**config.mk**
```make
export PLATFORM = sky130hd
export DESIGN_NAME = next_fit_slot_allocator_core
export DESIGN_NICKNAME = d
export VERILOG_FILES = /design/src/design/nfsa_pkg.sv /design/src/design/next_fit_slot_allocator_core.sv
export SDC_FILE = /design/constraint.sdc
export NUM_CORES = 1
export LEC_CHECK = 0
export ABC_AREA = 1
export CAP_MARGIN = 10
export CORE_MARGIN = 1.5
export CORE_UTILIZATION = 43
export DETAILED_ROUTE_END_ITERATION = 16
export DONT_BUFFER_PORTS = 1
export MAX_ROUTING_LAYER = met4
export PLACE_DENSITY = 0.61
export SYNTH_ARGS = -nofsm -noshare
export SYNTH_HDL_FRONTEND = slang
export SYNTH_SLANG_ARGS = --single-unit
export TNS_END_PERCENT = 1
```
**constraint.sdc**
```tcl
create_clock -name clk_i -period 2.6 [get_ports clk_i]
set_input_delay 0.52 -clock clk_i [delete_from_list [all_inputs] [get_ports clk_i]]
set_output_delay 0.52 -clock clk_i [all_outputs]
set_load 0.1 [all_outputs]
```
**src/design/nfsa_pkg.sv**
```systemverilog
// ----------------------------------------------------------------------------
// nfsa_pkg - shared types and helpers for the next-fit slot allocator
// Request/result payload structs, opcode enum and the lowest-set-bit encoder.
// ----------------------------------------------------------------------------
`default_nettype none

package nfsa_pkg;

  localparam int unsigned MapW         = 32;  // occupancy map width
  localparam int unsigned SlotW        = 5;   // slot index width
  localparam int unsigned SlotsDefault = 32;
  localparam logic [MapW-1:0] MapAll   = 32'hFFFF_FFFF;

  typedef enum logic [1:0] {
    OP_ALLOC   = 2'd0,
    OP_MARK    = 2'd1,
    OP_RELEASE = 2'd2
  } op_e;

  typedef struct packed {
    op_e              op;
    logic [SlotW-1:0] slot_index;
  } req_t;

  typedef struct packed {
    logic [SlotW-1:0] slot_granted;
    logic             ok;
  } rsp_t;

  // Index of the lowest set bit: isolate it, then one-hot to binary.
  function automatic logic [SlotW-1:0] lowest_set(input logic [MapW-1:0] v);
    logic [MapW-1:0]  low;
    logic [SlotW-1:0] idx;
    low = v & (~v + MapW'(1));
    idx = '0;
    for (int i = 0; i < MapW; i++) begin
      if (low[i]) begin
        idx = idx | SlotW'(i);
      end
    end
    return idx;
  endfunction

endpackage

`default_nettype wire

```
**src/design/next_fit_slot_allocator_core.sv**
```systemverilog
// ----------------------------------------------------------------------------
// next_fit_slot_allocator_core - next-fit bitmap slot allocator
// Allocates, marks and releases slots in an occupancy map with a search hint.
// ----------------------------------------------------------------------------
// Requests pass through the input register, then the result register.
// Throughput: one request per cycle unless the result register stalls; the map
//   and hint load with the result register; back-to-back requests see new state.
// Stalls come only from the result register waiting on out_ready_i.
// Reset (rst_ni low, async): all slots free, hint zero, both stages empty.
`default_nettype none

module next_fit_slot_allocator_core #(
  parameter int unsigned SLOTS = nfsa_pkg::SlotsDefault  // 1..32
) (
  input  wire logic          clk_i,
  input  wire logic          rst_ni,
  input  wire logic          in_valid_i,
  output logic               in_ready_o,
  input  wire nfsa_pkg::req_t in_data_i,
  output logic               out_valid_o,
  input  wire logic          out_ready_i,
  output nfsa_pkg::rsp_t     out_data_o
);

  localparam int unsigned MapW  = nfsa_pkg::MapW;
  localparam int unsigned SlotW = nfsa_pkg::SlotW;
  // Only the low SLOTS bits of the map are ever live.
  localparam logic [MapW-1:0] ValidMask = MapW'((64'd1 << SLOTS) - 64'd1);
  localparam logic [SlotW-1:0] LastSlot = SlotW'(SLOTS - 1);

  // Input register stage
  logic           req_vld_q;
  nfsa_pkg::req_t req_q;

  // Result register stage
  logic           rsp_vld_q;
  nfsa_pkg::rsp_t rsp_q, rsp_d;

  // Allocator state
  logic [MapW-1:0]  occ_q, occ_d;
  logic [SlotW-1:0] hint_q, hint_d;

  // Request moves into the result register when that register is free or drains.
  logic advance;
  assign advance    = req_vld_q && (!rsp_vld_q || out_ready_i);
  assign in_ready_o = !req_vld_q || advance;

  always_ff @(posedge clk_i or negedge rst_ni) begin
    if (!rst_ni) begin
      req_vld_q <= 1'b0;
    end else if (in_ready_o) begin
      req_vld_q <= in_valid_i;
    end
  end

  always_ff @(posedge clk_i) begin
    if (in_ready_o && in_valid_i) begin
      req_q <= in_data_i;
    end
  end

  // Next-fit search: lowest free slot at/above the hint, else wrap to lowest free.
  logic [MapW-1:0]  vacant, above;
  logic [SlotW-1:0] start, pick;
  logic             idx_ok;

  always_comb begin
    vacant    = ~occ_q & ValidMask;
    start     = (32'(hint_q) < SLOTS) ? hint_q : '0;
    above     = vacant & (nfsa_pkg::MapAll << start);
    pick      = (|above) ? nfsa_pkg::lowest_set(above) : nfsa_pkg::lowest_set(vacant);
    idx_ok    = 32'(req_q.slot_index) < SLOTS;

    occ_d              = occ_q;
    hint_d             = hint_q;
    rsp_d.slot_granted = '0;
    rsp_d.ok           = 1'b0;

    unique case (req_q.op)
      nfsa_pkg::OP_ALLOC: begin
        if (|vacant) begin
          occ_d[pick]        = 1'b1;
          hint_d             = (pick == LastSlot) ? '0 : pick + SlotW'(1);
          rsp_d.slot_granted = pick;
          rsp_d.ok           = 1'b1;
        end
      end
      nfsa_pkg::OP_MARK: begin
        rsp_d.slot_granted = req_q.slot_index;
        if (idx_ok) begin
          occ_d[req_q.slot_index] = 1'b1;
          rsp_d.ok                = 1'b1;
        end
      end
      nfsa_pkg::OP_RELEASE: begin
        rsp_d.slot_granted = req_q.slot_index;
        if (idx_ok) begin
          occ_d[req_q.slot_index] = 1'b0;
          rsp_d.ok                = 1'b1;
        end
      end
      default: begin
        // unused opcode: no state change, failure result
      end
    endcase
  end

  always_ff @(posedge clk_i or negedge rst_ni) begin
    if (!rst_ni) begin
      occ_q     <= '0;
      hint_q    <= '0;
      rsp_vld_q <= 1'b0;
    end else begin
      if (advance) begin
        occ_q  <= occ_d;
        hint_q <= hint_d;
      end
      if (advance) begin
        rsp_vld_q <= 1'b1;
      end else if (out_ready_i) begin
        rsp_vld_q <= 1'b0;
      end
    end
  end

  always_ff @(posedge clk_i) begin
    if (advance) begin
      rsp_q <= rsp_d;
    end
  end

  assign out_valid_o = rsp_vld_q;
  assign out_data_o  = rsp_q;

endmodule

`default_nettype wire

```
==> reports/qor.yml <==
finish:
  drive_gt1_frac: 0.358
  diodes: 0
  fin_area_um2: 7870
  utilization: 0.655
  fin_cells: 1274
  synthToLayoutAreaGrowth_pct: 48.1
  nets: 1147
timing:
  drv_slew: 0
  worst_slack_ns: -0.409
  max_freq_ghz: 0.332
  hold_viol_final: 0
  fin_hold_ws_ns: 0.0589
  skew_ns: 0.00976
  max_slew_margin: 0.387
  worstMarginPinSlew_ns: 0.921
  post-route-period-util: 1.16
  grt_setup_unrepaired: "yes"
  layout_min_cycle_time_ns: 3.01
  setup_viol: 40
synth:
  synthFlopType: "dfrtp_1"
  ys_warn_count: 0
  yosys-top-cells-area: "nand2_1 20%, dfrtp_1 18%, nor2_1 11%"
  yosysMostFrequentCell: "nand2_1"
  synth_area_um2: 5320
  synthCells: 916
  synth_top_family_by_area: "simple AND/OR/NAND/NOR gates"
  yosysUniqueCellTypes: 38
  synth_adder_area_share: 0.0235
  synth-edff-count: 13
  synth_top_cell_by_area: "nand2_1"
  ys_async_sr_fraction: 0.750
  synth_compound_area_frac: 0.107
  synth.net_count: 937
  ys_ff_latch: 52
  synth_top_area_frac: 0.203
  syn_area_per_cell_um2: 5.80
  yosysSeqAreaShare: 0.257
  synth_xor_area_frac: 0
  yosys.area_share.simple: 0.511
  yosys-top-cells-count: "288 x nand2_1, 154 x nor2_1, 99 x inv_1"
  synth_mux_area_frac: 0
die:
  io_pins: 19
  fp.dieW_um: 114
  coreArea_um2: 12000
  start_util: 0.443
  die-area_um2: 13000
  rows: 40
  die_y_um: 114
routing:
  drtPass1Iterations: 6
  routedWlPerCell_um: 16.4
  via_per_inst: 5.32
  vias: 6783
  routed_wl_um: 20800
  drtIter0Drc: 673
  antenna_left: 0
  drc: 0
status:
  violations: "negative setup slack"
  status: "finished with violations"
placement:
  dp.final_hpwl_um: 16300
  place_ws_ns: -0.515
  placedCellCount: 1249
  port_buffers: 0
  place.gp.congestion: 1.06
  dpl_cell_area_um2: 7010
global_route:
  antenna_found_initial: 0
  grt.total_usage: 0.336
  grt_first_pass_wirelength_um: 32900
  first_global_vias: 6389
  grt_max_degree: 40
  gr-total-overflow: 0
worst_setup_path:
  critPathTopFamily: "simple AND/OR/NAND/NOR gates"
  worst-path-buf-inv: 6
  crit_required_ns: 2.83
  crit_top_cell: "nand2_2"
  cp-end-kind: "register"
  crit_type: "reg2reg"
  cpMaxStageDelayCell: "dfrtp_2"
  startpoint_type: "register"
  worstPathArrival_ns: 3.24
  worstPathCellList: "buf_6 -> nor2_4 -> nand2_2 -> nand2_2 -> nand2_2 -> nand2_2 -> inv_2 -> nand2_4 -> nor2_4 -> nand3_4 -> buf_12 -> nand3_4 -> nor3_2 -> nand3_1 -> nand2_2 -> buf_6 -> ha_4 -> inv_1 -> nor2_1 -> buf_4 -> nand3_2 -> nand2_1 -> nand2_1 -> a21oi_2"
  critical_path.max_stage_delay_ns: 0.53
  cp_max_fo: 8
cts:
  insertion_delay_ns: 0.30
  cts-buffers-inserted: 5
  clock_sinks: 52
  htree_levels: 2
  clockBufferDepth: 2
  cts_tree: "built"
  clk_pin_slew_ns: 0.07
  cts_root_buf: "clkbuf_16"
pwr:
  p_int_mw: 4.15
  ir_drop_uv: 820
  seqPwrFrac: 0.192
  power_frac_clock: 0.084
  leakagePower_nw: 3.96
  p_sw_mw: 4.09
  p_comb_frac: 0.724
  swShare: 0.496
  power.density_nw_per_um2: 1050
hold_path:
  min_path_type: "in2async"
flow_run:
  cap_violations: 0
## power groups by stage
stage          logic (mW)  clock network (mW)  registers (mW)
6_report             5.97               0.690            1.58
5_1_grt              6.41               0.728            1.60
4_1_cts              5.31               0.696            1.54
3_5_place_dp         4.87                   0            1.53
3_3_place_gp         4.88                   0            1.53
2_1_floorplan        2.37                   0            1.45
## logic make-up after synthesis
family,count (synthesis)
simple gates,616
flops,52
fa+ha+maj,10
compound gates,107
buf+inv,131
## registers in the layout, indices dropped and copies added, names as in the netlist
signal       flops
req_q            7
hint_q           5
out_valid_o      1
req_vld_q        1
occ_q           32
out_data_o       6
## area by class of cell
type	count	area, um2
clock inverter	2	13.8
timing repair buffer	224	1810
tap	147	184
multi-input combinational	734	3930
clock buffer	6	139
sequential	52	1380
inverter	109	419
fill	1089	4140
## stage by stage
step / total power [mW] / setup TNS, ns
after floorplan: 3.82 / -0.708
final: 8.24 / -13.15
after CTS: 7.55 / -9.73
after global routing: 8.74 / -19.84
after global placement: 6.41 / -17.87
after detailed placement: 6.41 / -17.30
## worst register-to-register path, delay by kind of cell (launching register included)
kind / cells / cell delay [ns]
simple gates: 16 / 1.44
buf+inv: 6 / 0.71
flops: 1 / 0.53
compound gates: 1 / 0.14
fa+ha+maj: 1 / 0.12
## timing repair
item,4_1_cts,5_1_grt
endpoints found under the hold margin,39,0
pin swaps,28,45
hold buffers,1,0
gates cloned,1,0
setup endpoints to repair,41,42
setup buffers,10,6
resized for setup,80,83
## per-layer routing
metal / GRT usage / wire length (um) / up-vias
li1: - / - / 3366
met1: 0.436 / 8970 / 3093
met2: 0.547 / 9880 / 256
met3: 0.0334 / 1110 / 68
met4: 0.126 / 877 / 0
met5: - / 0 / -
## layout by cell type, fill, tap and decap left out, types with 27 or more instances in the layout
master / netlist / final
nand2_2: 8 / 34
inv_1: 99 / 91
dfrtp_1: 39 / 30
buf_4: 3 / 207
nor2_1: 154 / 126
nand3_1: 84 / 62
nor2_2: 10 / 27
nand2_1: 288 / 255
o21ai_0: 42 / 41
a21oi_1: 51 / 41
## worst paths after layout
path | cells past startpoint | from | slack (ns) | to
min in group clk_i | 0 | in_data_i[6] | 0.32 | req_q[6]
max reg2reg | 24 | hint_q[3] | -0.41 | occ_q[24]
min reg2reg | 2 | out_valid_o | 0.51 | out_valid_o
max | 24 | hint_q[3] | -0.41 | occ_q[24]
max in group asynchronous | 1 | rst_ni | 2.30 | occ_q[12]
min | 1 | rst_ni | 0.06 | hint_q[4]
Note: power is estimated with default switching activity, not from simulation.
